==> src/skset_pkg.sv <==
// ----------------------------------------------------------------------------
// skset_pkg
// Shared widths, command codes and the cell control bundle for the sorted
// key set.
// ----------------------------------------------------------------------------
package skset_pkg;

   // field widths
   localparam int KEY_W = 32;
   localparam int CMD_W = 2;
   localparam int OCC_W = 7;

   // default number of key slots
   localparam int DEFAULT_CAPACITY = 64;

   // largest key value, reserved as the end marker and never stored
   localparam logic signed [KEY_W-1:0] END_MARKER = 32'sh7FFF_FFFF;

   // request command codes
   localparam logic [CMD_W-1:0] CMD_ADD      = 2'd0;
   localparam logic [CMD_W-1:0] CMD_REMOVE   = 2'd1;
   localparam logic [CMD_W-1:0] CMD_CONTAINS = 2'd2;

   // broadcast to every cell in the commit cycle
   typedef struct packed {
      logic ins;
      logic del;
   } skset_apply_type;

endpackage

==> src/skset_cell.sv <==
// ----------------------------------------------------------------------------
// skset_cell
// One slot of the ordered key row: compares its key against the request key
// and shifts toward its neighbor on an insert or a delete.
// ----------------------------------------------------------------------------
module skset_cell import skset_pkg::*; #(
   parameter int CAPACITY = DEFAULT_CAPACITY,
   parameter int INDEX    = 0
) (
   input  logic                              clock,
   input  logic                              compare_en,
   input  skset_apply_type                   apply,
   input  logic signed [KEY_W-1:0]           op_key,
   input  logic [$clog2(CAPACITY+1)-1:0]     count,
   input  logic signed [KEY_W-1:0]           left_key,
   input  logic                              left_lt,
   input  logic signed [KEY_W-1:0]           right_key,
   output logic signed [KEY_W-1:0]           key_out,
   output logic                              lt_out,
   output logic                              eq_out
);

   localparam int CNT_W = $clog2(CAPACITY+1);
   localparam logic [CNT_W-1:0] SLOT = CNT_W'(INDEX);

   logic signed [KEY_W-1:0] key_ff, key_in;
   logic                    lt_ff, lt_in;
   logic                    eq_ff, eq_in;
   logic                    occupied;

   // slot holds a key when it lies below the fill count
   assign occupied = SLOT < count;

   // compare stage results
   always_comb begin
      lt_in = lt_ff;
      eq_in = eq_ff;
      if (compare_en) begin
         lt_in = occupied && (key_ff < op_key);
         eq_in = occupied && (key_ff == op_key);
      end
   end

   // shift: slots at or past the insert point take from the left,
   // slots at or past the delete point take from the right
   always_comb begin
      key_in = key_ff;
      priority if (apply.ins && !lt_ff) begin
         key_in = left_lt ? op_key : left_key;
      end else if (apply.del && !lt_ff) begin
         key_in = right_key;
      end else begin
         key_in = key_ff;
      end
   end

   always_ff @(posedge clock) begin
      key_ff <= key_in;
      lt_ff  <= lt_in;
      eq_ff  <= eq_in;
   end

   assign key_out = key_ff;
   assign lt_out  = lt_ff;
   assign eq_out  = eq_ff;

endmodule

==> config.mk <==
export PLATFORM = sky130hd
export DESIGN_NAME = skset_cell
export DESIGN_NICKNAME = d
export VERILOG_FILES = /design/src/skset_pkg.sv /design/src/skset_cell.sv
export SDC_FILE = /design/constraint.sdc
export NUM_CORES = 1
export LEC_CHECK = 0
export BUFFER_PORTS_ARGS = -buffer_cell sky130_fd_sc_hd__buf_4
export CAP_MARGIN = 20
export CORE_UTILIZATION = 45
export CTS_CLUSTER_SIZE = 8
export DETAILED_ROUTE_END_ITERATION = 8
export HOLD_SLACK_MARGIN = 0.06
export PLACE_DENSITY = 0.81
export SETUP_SLACK_MARGIN = 0.1
export SYNTH_ARGS = -nofsm -noshare
export SYNTH_HDL_FRONTEND = slang
export SYNTH_SLANG_ARGS = --single-unit
==> constraint.sdc <==
create_clock -name clock -period 3.1 [get_ports clock]
set_clock_uncertainty 0.2 [all_clocks]
set_input_delay 0.155 -clock clock [delete_from_list [all_inputs] [get_ports clock]]
set_output_delay 0.155 -clock clock [all_outputs]
set_load 0.1 [all_outputs]
==> results.md, run 1 <==
- The post-synth net total is 405.
- The class of the worst hold path is input port to register.
- Of the total synthesized cell area, the portion taken by full adders, half adders and majority gates is 15.8%.
- The combinational family with the most area after synthesis is adder cells.
- For the worst-skew pair, the clock arrives at the later sink with an insertion delay of 290 ps.
- The run finished with clean final reports.
- At the end of routability-driven placement, the weighted congestion stood at 0.727.
- The number of cells on the worst hold path is 3.
- The setup slack of the worst register-to-register path is 560 ps.
- The number of buffers inserted during clock tree synthesis is 5.
- The number of global-route vias before repair is 2,828.
- Across the VDD grid, the largest voltage drop is 0.311 mV.
- The worst reg2reg path endpoint is lt_out.
- In the final routed layout, each cell accounts on average for 15.0 um.
- The critical path startpoint category is a register.
- The required time at the worst-slack endpoint is 2940 ps.
- The final count of pins violating max slew came to 0.
- Of the post-synthesis cell area, the dominant cell type holds 40.2%.
- Of all nets on the critical path, the largest fanout is 3.
- The startpoint identified for the worst register-to-register timing path is key_out[14].
- The Yosys step of the flow raised 0 warnings.
- The number of nets still failing antenna checks after routing is 0.
- Of the cells placed in the final design, the portion with a size suffix greater than 1 is 33.5%.
- The nature of the critical path endpoint is a register.
- The power share of the combinational group is 52.2%.
- The TritonCTS clock tree is done.
- The maximum number of pins on one net before global-route repair is 65.
- After the last flow step, the layout net total stands at 596.
- The number of hold-slack violations in the final timing report is 0.
- In this run the core area contains 26 standard-cell rows.
- The core region is 5270 um2.
- The initial detailed-routing violation count is 85.
- Gates resized during post-CTS repair numbered 0.
- The first TritonRoute pass finished after 4 iterations.
- The via total after detailed routing is 2,649.
- Setup violations remaining at the end of the flow were counted as 0.
- During placement, the flow inserted port buffers numbering 141.
- The shortest period the worst path allows is 2540 ps.
- For this design the top-level I/O count stands at 142.
- The buffer levels on the longest clock path is 2.
- The effective utilization at floorplan is 48.2%.
- The leakage power is 2.14 nW.
- The path with the worst hold slack has its endpoint at key_out[30].
- After Yosys synthesis, and, or, nand and nor cells account for 12.4% of the synthesized area.
- Based on the critical path, the design can be clocked at up to 393 MHz.
- The remaining design rule violation count is 0.
- The fill cell total of the finished layout is 345.
- The filler-free cell count of the finished design is 527.
- The synthesized area per cell is 9.58 um2.
- The initial antenna violation count is 0.
- The count of placed standard cells including taps is 465.
- The clock network accounts for 16.0% of the total power.
- The relative area change from synthesis to final layout is 68.7%.
- Dividing the detail-routed via count by the number of cells gives 5.03.
- The final sum of negative setup slack is 0 ps.
- The die is 77.1 um tall.
- The data arrival at the endpoint of the critical path is 2380 ps.
- The number of clock sinks is 34.
- The sequential power share is 31.8%.
- The share of the synthesized area in compound gates (AO/OA/AOI/OAI) is 11.9%.
- The overall overflow remaining after global route is 0.
- The post-detailed-placement half-perimeter wirelength is 5330 um.
- After clock tree synthesis, the flow added hold-fix buffers numbering 52.
- The global-route usage over all layers is 27.6%.
- Of all cell types, the one taking the most synthesized area is sky130_fd_sc_hd__edfxtp_1.
- The max capacitance violation total is 0.
- Synthesis inferred 34 register bits.
- The switching part of the total power is 44.8%.
- The proportion of synthesized area in mux cells is 13.1%.
- The xor-xnor portion of the synthesized cell area is 0%.
- Headroom to the max-slew limit came out at 36.4%.
- The worst setup path is of the register to register kind.
- The die is 77.1 um wide.
- Wires add up to 7910 um.
- After synthesis, flip-flops and latches occupy 40.2% of the total area.
- At the pin with the least slew margin, the transition time is 952 ps.
- The number of buffers inserted by post-CTS setup repair is 0.
- The startpoint identified for the worst hold timing path is left_key[30].
- The count of cell types in the netlist is 25.
- Synthesis produced a netlist whose cell count is 265.
- The internal power is 1.10 mW.
- The H-tree generated during clock tree synthesis spans 2 levels.
- The final critical path takes up 82.0% of the cycle.
- Yosys attributes the largest share of cell area to sky130_fd_sc_hd__edfxtp_1 (40%), sky130_fd_sc_hd__ha_1 (16%), sky130_fd_sc_hd__mux2i_1 (13%).
- The clock transition at the registers of the reported paths is 70 ps.
- The mapped netlist covers 2540 um2.
- The number of cells traversed by the worst register-to-register path is 6.
- The clock root buffer is sky130_fd_sc_hd__clkbuf_8.
- The die footprint is 5950 um2.
- Setup repair after global routing left no endpoint under its margin.
- The count of inserted antenna diode cells is 0.
- The switching component of the power is 0.889 mW.
- For this design the ratio of total power to cell area is 464 nW/um2.
- The first-pass GRT wire length is 12,800 um.
[Yosys cell counts (all sizes together)]
library cell and count:
o31a 1, a21o 1, inv 33, nor4 3, or4 1, clkbuf 8
o21ai 39, and4 2, ha 32, a211oi 2, a21oi 14, nand2 42
a31oi 1, nor4bb 1, edfxtp 34, nor2 5, mux2 1, nor4b 1
nand4 4, nor2b 2, nand2b 3, buf 3, mux2i 32
[kinds of logic after synthesis]
kind of cell | count (synthesis)
simple gates | 64
flops | 34
mux | 33
compound gates | 58
fa+ha+maj | 32
buf+inv | 44
[routing by layer]
| metal | GRT usage (%) | part of all wire [%] | routed length [um] |
|---|---|---|---|
| met2 | 54.6 | 54 | 4240 |
| met4 | 12.3 | 3.1 | 243 |
| met3 | 4.40 | 5.0 | 398 |
| met5 | 0 | 0 | 0 |
| met1 | 27.9 | 38 | 3030 |
[power by group through the flow]
stage               combinational (mW)  sequential [mW]  clock (mW)
detailed placement               0.945            0.642           0
global placement                 0.929            0.637           0
floorplan                        0.233             1.08           0
finish                            1.04            0.632       0.318
global route                      1.10            0.639       0.341
CTS                               1.02            0.632       0.322
[worst max-delay path by stage]
stage,from,to,slack [ps],cells past startpoint
after global routing,key_out[15],lt_out,430,6
after CTS,lt_out,key_out[27],500,4
after floorplan,lt_out,key_out[0],170,1
final,key_out[14],lt_out,560,6
after detailed placement,key_out[14],lt_out,600,6
after global placement,key_out[15],lt_out,770,6
[layout make-up]
class / count / area (um2) / share of cell area [%]
Timing Repair Buffer: 195 / 1610 / 37.6
Multi-Input combinational cell: 187 / 1360 / 31.7
Sequential cell: 34 / 1020 / 23.8
Inverter: 33 / 124 / 2.89
Tap cell: 70 / 87.6 / 2.05
Clock buffer: 6 / 72.6 / 1.69
Clock inverter: 2 / 8.76 / 0.205
[registers in the layout, summed over array words and instances, names as in the netlist]
| register | count |
|---|---|
| key_out | 32 |
| eq_out | 1 |
| lt_out | 1 |
[cells in the final DEF (no fill, tap or decap), types with 2 or more instances in the layout]
| master | n |
|---|---|
| sky130_fd_sc_hd__nand2b_1 | 2 |
| sky130_fd_sc_hd__edfxtp_1 | 34 |
| sky130_fd_sc_hd__a21oi_1 | 14 |
| sky130_fd_sc_hd__inv_1 | 33 |
| sky130_fd_sc_hd__nand2_1 | 42 |
| sky130_fd_sc_hd__clkbuf_8 | 5 |
| sky130_fd_sc_hd__o21ai_1 | 7 |
| sky130_fd_sc_hd__mux2i_1 | 32 |
| sky130_fd_sc_hd__o21ai_0 | 32 |
| sky130_fd_sc_hd__nor4_1 | 2 |
| sky130_fd_sc_hd__nor2b_1 | 2 |
| sky130_fd_sc_hd__ha_1 | 32 |
| sky130_fd_sc_hd__nand4_1 | 4 |
| sky130_fd_sc_hd__and4_1 | 2 |
| sky130_fd_sc_hd__dlygate4sd3_1 | 53 |
| sky130_fd_sc_hd__buf_4 | 141 |
| sky130_fd_sc_hd__a211oi_1 | 2 |
| sky130_fd_sc_hd__nor2_1 | 4 |
[worst max-delay path: stages, from the launching register on]
cell and delay (ps):
sky130_fd_sc_hd__edfxtp_1 400, sky130_fd_sc_hd__ha_1 320, sky130_fd_sc_hd__nand4_1 160, sky130_fd_sc_hd__nor4_1 510
sky130_fd_sc_hd__o21ai_1 130, sky130_fd_sc_hd__a31oi_1 220, sky130_fd_sc_hd__mux2_2 350
[metrics by stage]
stage | cell area, um2 | utilization [%] | setup slack [ps] | power [mW] | hold slack (ps)
6_report | 4280 | 81.2 | 557 | 1.99 | 62.6
3_5_place_dp | 3650 | 69.3 | 605 | 1.59 | 184
5_1_grt | 4280 | 81.2 | 427 | 2.08 | 65.1
4_1_cts | 4250 | 80.7 | 501 | 1.98 | 61.9
2_1_floorplan | 2540 | - | 171 | 1.31 | 67.5
3_3_place_gp | 3650 | 69.3 | 770 | 1.57 | 182
No activity file was read; power rests on OpenSTA's default activity.
==> inputs of run 2 (changes only) <==
==> constraint.sdc (replaced) <==
create_clock -name clock -period 2.6 [get_ports clock]
set_clock_uncertainty 0.2 [all_clocks]
set_input_delay 0.13 -clock clock [delete_from_list [all_inputs] [get_ports clock]]
set_output_delay 0.13 -clock clock [all_outputs]
set_load 0.1 [all_outputs]
==> run 2 against run 1 <==
Utilization up 2.7 points. Design area up 3.4%. Clock-buffer cell count shrank 1. Die area unchanged. Setup slack lost 340 ps. Combinational power up 22%. Critical path depth is 2 lower. Global-route usage increased by 1.3 points. Power rose by 27%.
==> results.md, run 2 (synthesized netlist as in run 1, its figures left out) <==
- The share of total power in the clock network is 19.6%.
- The average via count per standard cell is 5.07.
- Timing would allow up to 421 MHz.
- The switching part of the total power is 43.3%.
- No sink is reached through more buffers than the 2 on the longest clock path.
- The placed standard-cell area is 3710 um2.
- The most common cell after layout, fill and taps aside is sky130_fd_sc_hd__buf_4.
- Setup repair after global routing left no endpoint under its margin.
- In this run the vertical extent of the chip is 77.1 um.
- Cells with a size suffix above 1 make up 34.4% of the layout.
- The cell sitting at the root of the clock tree is a sky130_fd_sc_hd__clkbuf_8.
- The H-tree generated during clock tree synthesis spans 2 levels.
- The actual slew at the worst max-slew pin is 570 ps.
- The number of hold-slack violations in the final timing report is 0.
- The headroom to the max-slew limit is 62.0%.
- The required time at the worst-slack endpoint is 2440 ps.
- The run finished with clean final reports.
- The TritonCTS clock tree is done.
- Global routing consumed, on the met1 layer, 29.3% of the routing resources.
- The final count of pins violating max slew is 0.
- At the end of the flow the core is filled with cells to 84.0%.
- The number of setup violations in the final report is 0.
- The die span in x is 77.1 um.
- The data arrival at the endpoint of the critical path is 2220 ps.
- The busiest layer in global routing is met2.
- The worst register-to-register path has a setup slack of 220 ps.
- The met2 routing resource usage after global routing is 56.3%.
- The worst-case IR drop observed on VDD is 0.308 mV.
- The die covers 5950 um2.
- In this run, the number of DRC markers left after iteration 0 of detailed routing was 95.
- After clock tree synthesis, the setup repair step added 0 buffers.
- After detailed routing, the total wire length is 8240 um.
- The number of global-route vias before repair is 2,979.
- After floorplanning, the core was sized to cover 5270 um2.
- In the global route stage, overall resource usage came out at 28.9%.
- The floorplan row count is 26.
- Power spread over the standard cell area amounts to 570 nW/um2.
- The initial antenna violation count is 0.
- The number of buffer and inverter instances along the worst setup path is 2.
- Once detail routing completed, the nets flagged for antenna violations numbered 0.
- The final sum of negative setup slack is 0 ps.
- For this run, the slowest stage of the critical path takes 590 ps.
- After detailed routing, the average wire length per cell comes to 15.4 um.
- The register with the most flip-flops in the layout has 32 of them.
- The cell family contributing the most delay on the critical path is buffers and inverters.
- Traced cell by cell, the critical path runs through nand2b_4, buf_4, o21ai_0, dlygate4sd3_1.
- The worst setup path category is register to register.
- Dividing the final minimum period by the clock period gives 91.5%.
- The cell at the slowest stage of the critical path is sky130_fd_sc_hd__dlygate4sd3_1.
- STA classifies the critical path startpoint as a register.
- The via total after detailed routing is 2,712.
- At the end of the flow, the number of nets in the layout was 604.
- From synthesis to final layout, the design area changed by 74.3%.
- Once the floorplan was initialized, standard cells occupied 48.2% of the core.
- 0 antenna diodes ended up in the layout.
- The leakage power is 2.21 nW.
- The share of total power dissipated in combinational logic is 50.5%.
- The routability congestion estimate from global placement is 0.798.
- The clock latency on the worst-skew pair is 290 ps.
- The worst path needs 2380 ps of the cycle, external delays included.
- Buffers placed on the I/O ports in this run total 141.
- Before antenna repair, the detailed router went through 4 iterations.
- The analysis attributes to net switching a power of 1.09 mW.
- The boundary pin count is 142.
- The remaining design rule violation count is 0.
- With fillers left out, the area of the finished cells amounts to 4430 um2.
- The maximum number of pins on one net before global-route repair is 35.
- In this run the worst path has a maximum fanout of 34.
- The max capacitance violation total is 0.
- Leaving out fill and tap cells, the most frequent cells in the layout are sky130_fd_sc_hd__buf_4 (143), sky130_fd_sc_hd__dlygate4sd3_1 (60), sky130_fd_sc_hd__nand2_1 (42).
- The internal power is 1.43 mW.
- The number of clock buffers added by TritonCTS is 5.
- The clock transition at the registers of the reported paths is 80 ps.
- Registers are responsible for 29.9% of the overall power.
- The first global-routing pass estimated 13,500 um of wire.
- The worst setup path is captured at a register.
- Detailed placement finished with a half-perimeter wire length of 5320 um.
- Summed over all layers, the global routing overflow is 0.
- Counting every sink on the clock net gives 34.
- The worst hold path belongs to the class input port to register.
- The met3 track utilization from global routing is 6.31%.
==> run 2: cell count changes in the layout (fill, tap and decap cells not counted), moves of 2 or more <==
cell                            before  now
sky130_fd_sc_hd__ha_4                0    2
sky130_fd_sc_hd__dlygate4sd3_1      53   60
sky130_fd_sc_hd__ha_1               32   30
sky130_fd_sc_hd__buf_4             141  143
==> run 2: power by group through the flow <==
| stage | logic [mW] | clock network (mW) | registers (mW) |
|---|---|---|---|
| floorplan | 0.288 | 0 | 1.28 |
| global placement | 1.12 | 0 | 0.759 |
| detailed placement | 1.14 | 0 | 0.765 |
| CTS | 1.26 | 0.497 | 0.754 |
| global route | 1.35 | 0.509 | 0.765 |
| finish | 1.27 | 0.495 | 0.754 |
==> run 2: stage by stage <==
| step | std cells | hold WS [ps] | setup slack, ps | power, mW |
|---|---|---|---|---|
| after global placement | 467 | 142 | 342 | 1.88 |
| after floorplan | 265 | 42.5 | -99.8 | 1.57 |
| final | 535 | 64.9 | 222 | 2.52 |
| after detailed placement | 467 | 150 | 304 | 1.91 |
| after CTS | 535 | 67.5 | 125 | 2.51 |
| after global routing | 535 | 90.0 | 92.7 | 2.63 |
==> run 2: path summary, 6_finish.rpt <==
path                 from     endpoint  cells after the start
min reg2reg    key_out[1]       eq_out                      3
max reg2reg        lt_out  key_out[11]                      4
max                lt_out  key_out[11]                      4
min          left_key[30]  key_out[30]                      3
==> run 2: tightest hold or removal path: cells and delay by family <==
family | cells | cell delay (ps)
buffers and inverters | 1 | 80
muxes | 1 | 50
AOI/OAI and AO/OA | 1 | 180
==> run 2: area by class of cell <==
type                            instances  area (um2)
Timing Repair Buffer                  203        1670
Clock inverter                          3        40.0
Fill cell                             313         845
Inverter                               33         124
Tap cell                               70        87.6
Sequential cell                        34        1020
Clock buffer                            5        68.8
Multi-Input combinational cell        187        1410
==> run 2: timing repair <==
action,4_1_cts,5_1_grt
endpoints found under the hold margin,34,0
resized for setup,0,1
hold buffers,60,0
endpoints found under the setup margin,0,16
==> run 2: routing by layer <==
metal  vias to the layer above  part of all wire, %  wire length (um)
li1                       1340                    -                 -
met1                      1254                   37              3040
met2                       100                   55              4520
met3                        18                  5.6               458
met4                         0                  2.7               225
met5                         -                    0                 0
==> inputs of run 3 (changes only) <==
==> constraint.sdc (replaced) <==
create_clock -name clock -period 2.5 [get_ports clock]
set_clock_uncertainty 0.2 [all_clocks]
set_input_delay 0.125 -clock clock [delete_from_list [all_inputs] [get_ports clock]]
set_output_delay 0.125 -clock clock [all_outputs]
set_load 0.1 [all_outputs]
==> run 3 against run 2 <==
Clock power down 20%. Combinational power up 10%. Critical path type unchanged. First-iteration DRC count up 36%. Sequential cell count unchanged. Die area unchanged. Highest routed layer unchanged. Design area up 1.9%.
==> results.md, run 3 (synthesized netlist as in run 1, its figures left out) <==
- The number of nets still failing antenna checks after routing is 0.
- At the worst endpoint, the required time is 2350 ps.
- The number of buffers inserted during clock tree synthesis is 5.
- The floorplan core area is 5270 um2.
- The placed standard-cell area is 3720 um2.
- For this run the aggregate overflow at the end of global routing stands at 0.
- The initial antenna violation count was 0.
- Setup violations remaining at the end of the flow were counted as 0.
- The final sum of negative setup slack is 0 ps.
- The final count of pins violating max slew is 0.
- The boundary pin count is 142.
- Clock latency on the worst-skew pair, taken at its later pin, is 300 ps.
- Of the available clock period, the critical path in the final layout requires 94.8%.
- The number of antenna diodes in the final layout is 0.
- The endpoint identified for the worst register-to-register timing path is lt_out.
- The nature of the critical path endpoint is a register.
- After detailed routing, the total wire length is 9190 um.
- The effective utilization at floorplan is 48.2%.
- The setup slack of the worst register-to-register path is 130 ps.
- Summed over all cells, the static leakage comes to 2.24 nW.
- The flow ran to the end, and the final reports show no timing, DRC or antenna violations.
- The smallest hold slack is 61.8 ps.
- The average via count per standard cell is 5.32.
- Setup repair after global routing could not meet its margin everywhere.
- CTS placed an instance of sky130_fd_sc_hd__clkbuf_8 at the clock tree root.
- The buffer levels on the longest clock path is 2.
- The die is 77.1 um tall.
- The relative area change from synthesis to final layout is 77.6%.
- The maximum number of pins on one net before global-route repair is 65.
- The upper clock frequency limit is 422 MHz.
- The critical path startpoint category is a register.
- The detailed router finished its first iteration with 129 violations.
- Measured against its own limit, the worst slew margin works out to 61.8%.
- For this run, design rule violations remaining after detail routing come to 0.
- The post-detailed-placement half-perimeter wirelength is 5380 um.
- The number of cells on the worst hold path is 3.
- The count of H-tree levels built during CTS is 2.
- In the layout the commonest cells are sky130_fd_sc_hd__buf_4 (149), sky130_fd_sc_hd__dlygate4sd3_1 (60), sky130_fd_sc_hd__nand2_1 (42).
- The area of all placed cells without fillers is 4510 um2.
- The number of clock sinks is 34.
- IR analysis of the VDD net gives a maximum drop of 0.326 mV.
- The tool flagged a number of max-cap violations equal to 0.
- OpenSTA, run right after detailed placement, puts the worst setup slack at 146 ps.
- The startpoint identified for the worst register-to-register timing path is key_out[14].
- The clock transition at the registers of the reported paths is 70 ps.
- Cells with a size suffix above 1 make up 35.8% of the layout.
- For this run, the detailed router's first-pass iteration total came to 6.
- At the end of routability-driven placement, the weighted congestion stood at 0.769.
- The highest fanout seen on the critical path is 3.
- Across every metal layer, demand over resource in global routing totals 29.7%.
- The critical path is of the register to register type.
- The die footprint is 5950 um2.
- The worst min-delay path startpoint is left_key[28].
- The die span in x is 77.1 um.
- The final worst-path setup slack is 129 ps.
- Measured in cells, the most critical reg-to-reg path has a length of 6.
- The number of global-route vias before repair is 2,972.
- The total power draw is 2.58 mW.
- The shortest period the worst path allows is 2370 ps.
- The floorplan row count is 26.
- After detailed routing, the average wire length per cell comes to 17.0 um.
- The via total after detailed routing is 2,886.
- The data arrival at the endpoint of the critical path is 2220 ps.
- The power density of the placed cells is 573 nW/um2.
- The actual slew at the worst max-slew pin is 574 ps.
- The tightest min-delay check is of the input port to register type.
- TritonCTS built the clock tree.
- The flip-flop count of the largest register, all copies and words added is 32.
- The worst hold path terminates at key_out[28].
- The number of hold-slack violations in the final timing report is 0.
- The most common cell after layout, fill and taps aside is sky130_fd_sc_hd__buf_4.
- The count of input and output buffers is 141.
- The first global-routing pass estimated 13,700 um of wire.
- For this run, the post-layout net count is 611.
run 3: changes by cell type in the layout (fill, tap and decap cells not counted), sizes merged:
| cell | change |
|---|---|
| buf | +7 |
| bufinv | -1 |
| clkbuf | +1 |
run 3: where the power goes:
group	total, mW	switching (mW)	internal [mW]
combinational	1.40	0.905	0.491
clock	0.397	0.206	0.191
sequential	0.791	0.0520	0.739
run 3: layout make-up:
cell class | instances | area (um2)
Clock buffer | 6 | 72.6
Clock inverter | 2 | 8.76
Tap cell | 70 | 87.6
Sequential cell | 34 | 1020
Multi-Input combinational cell | 187 | 1460
Timing Repair Buffer | 210 | 1740
Inverter | 33 | 124
Fill cell | 298 | 762
run 3: repair_timing:
item / CTS / global route
setup buffers: 0 / 7
hold buffers: 60 / 0
hold endpoints to repair: 34 / 0
resized for setup: 0 / 5
setup endpoints to repair: 0 / 1
run 3: critical path, stage by stage, from the launching register on:
cell                       delay [ps]
sky130_fd_sc_hd__edfxtp_1         410
sky130_fd_sc_hd__ha_1             330
sky130_fd_sc_hd__nand4_1          210
sky130_fd_sc_hd__nor4_4           360
sky130_fd_sc_hd__o21ai_1          110
sky130_fd_sc_hd__a31oi_1          150
sky130_fd_sc_hd__mux2_2           350
run 3: worst max path at each step:
stage	start	endpoint	slack, ps	cells past startpoint
finish	key_out[14]	lt_out	130	6
detailed placement	key_out[10]	lt_out	150	6
global route	key_out[14]	lt_out	-20	6
global placement	key_out[11]	lt_out	250	6
floorplan	key_out[31]	lt_out	-200	6
CTS	key_out[10]	lt_out	130	6
run 3: per-stage QoR:
step                std cells  util, %
floorplan                 265        -
detailed placement        467     70.7
finish                    542     85.5
global route              542     85.5
global placement          467     70.7
CTS                       535     83.6
run 3: per-layer routing:
metal / part of all wire (%) / global-route usage, %
met3: 6.0 / 6.31
met2: 56 / 56.8
met5: 0 / 0
met4: 3.8 / 13.4
met1: 35 / 30.7
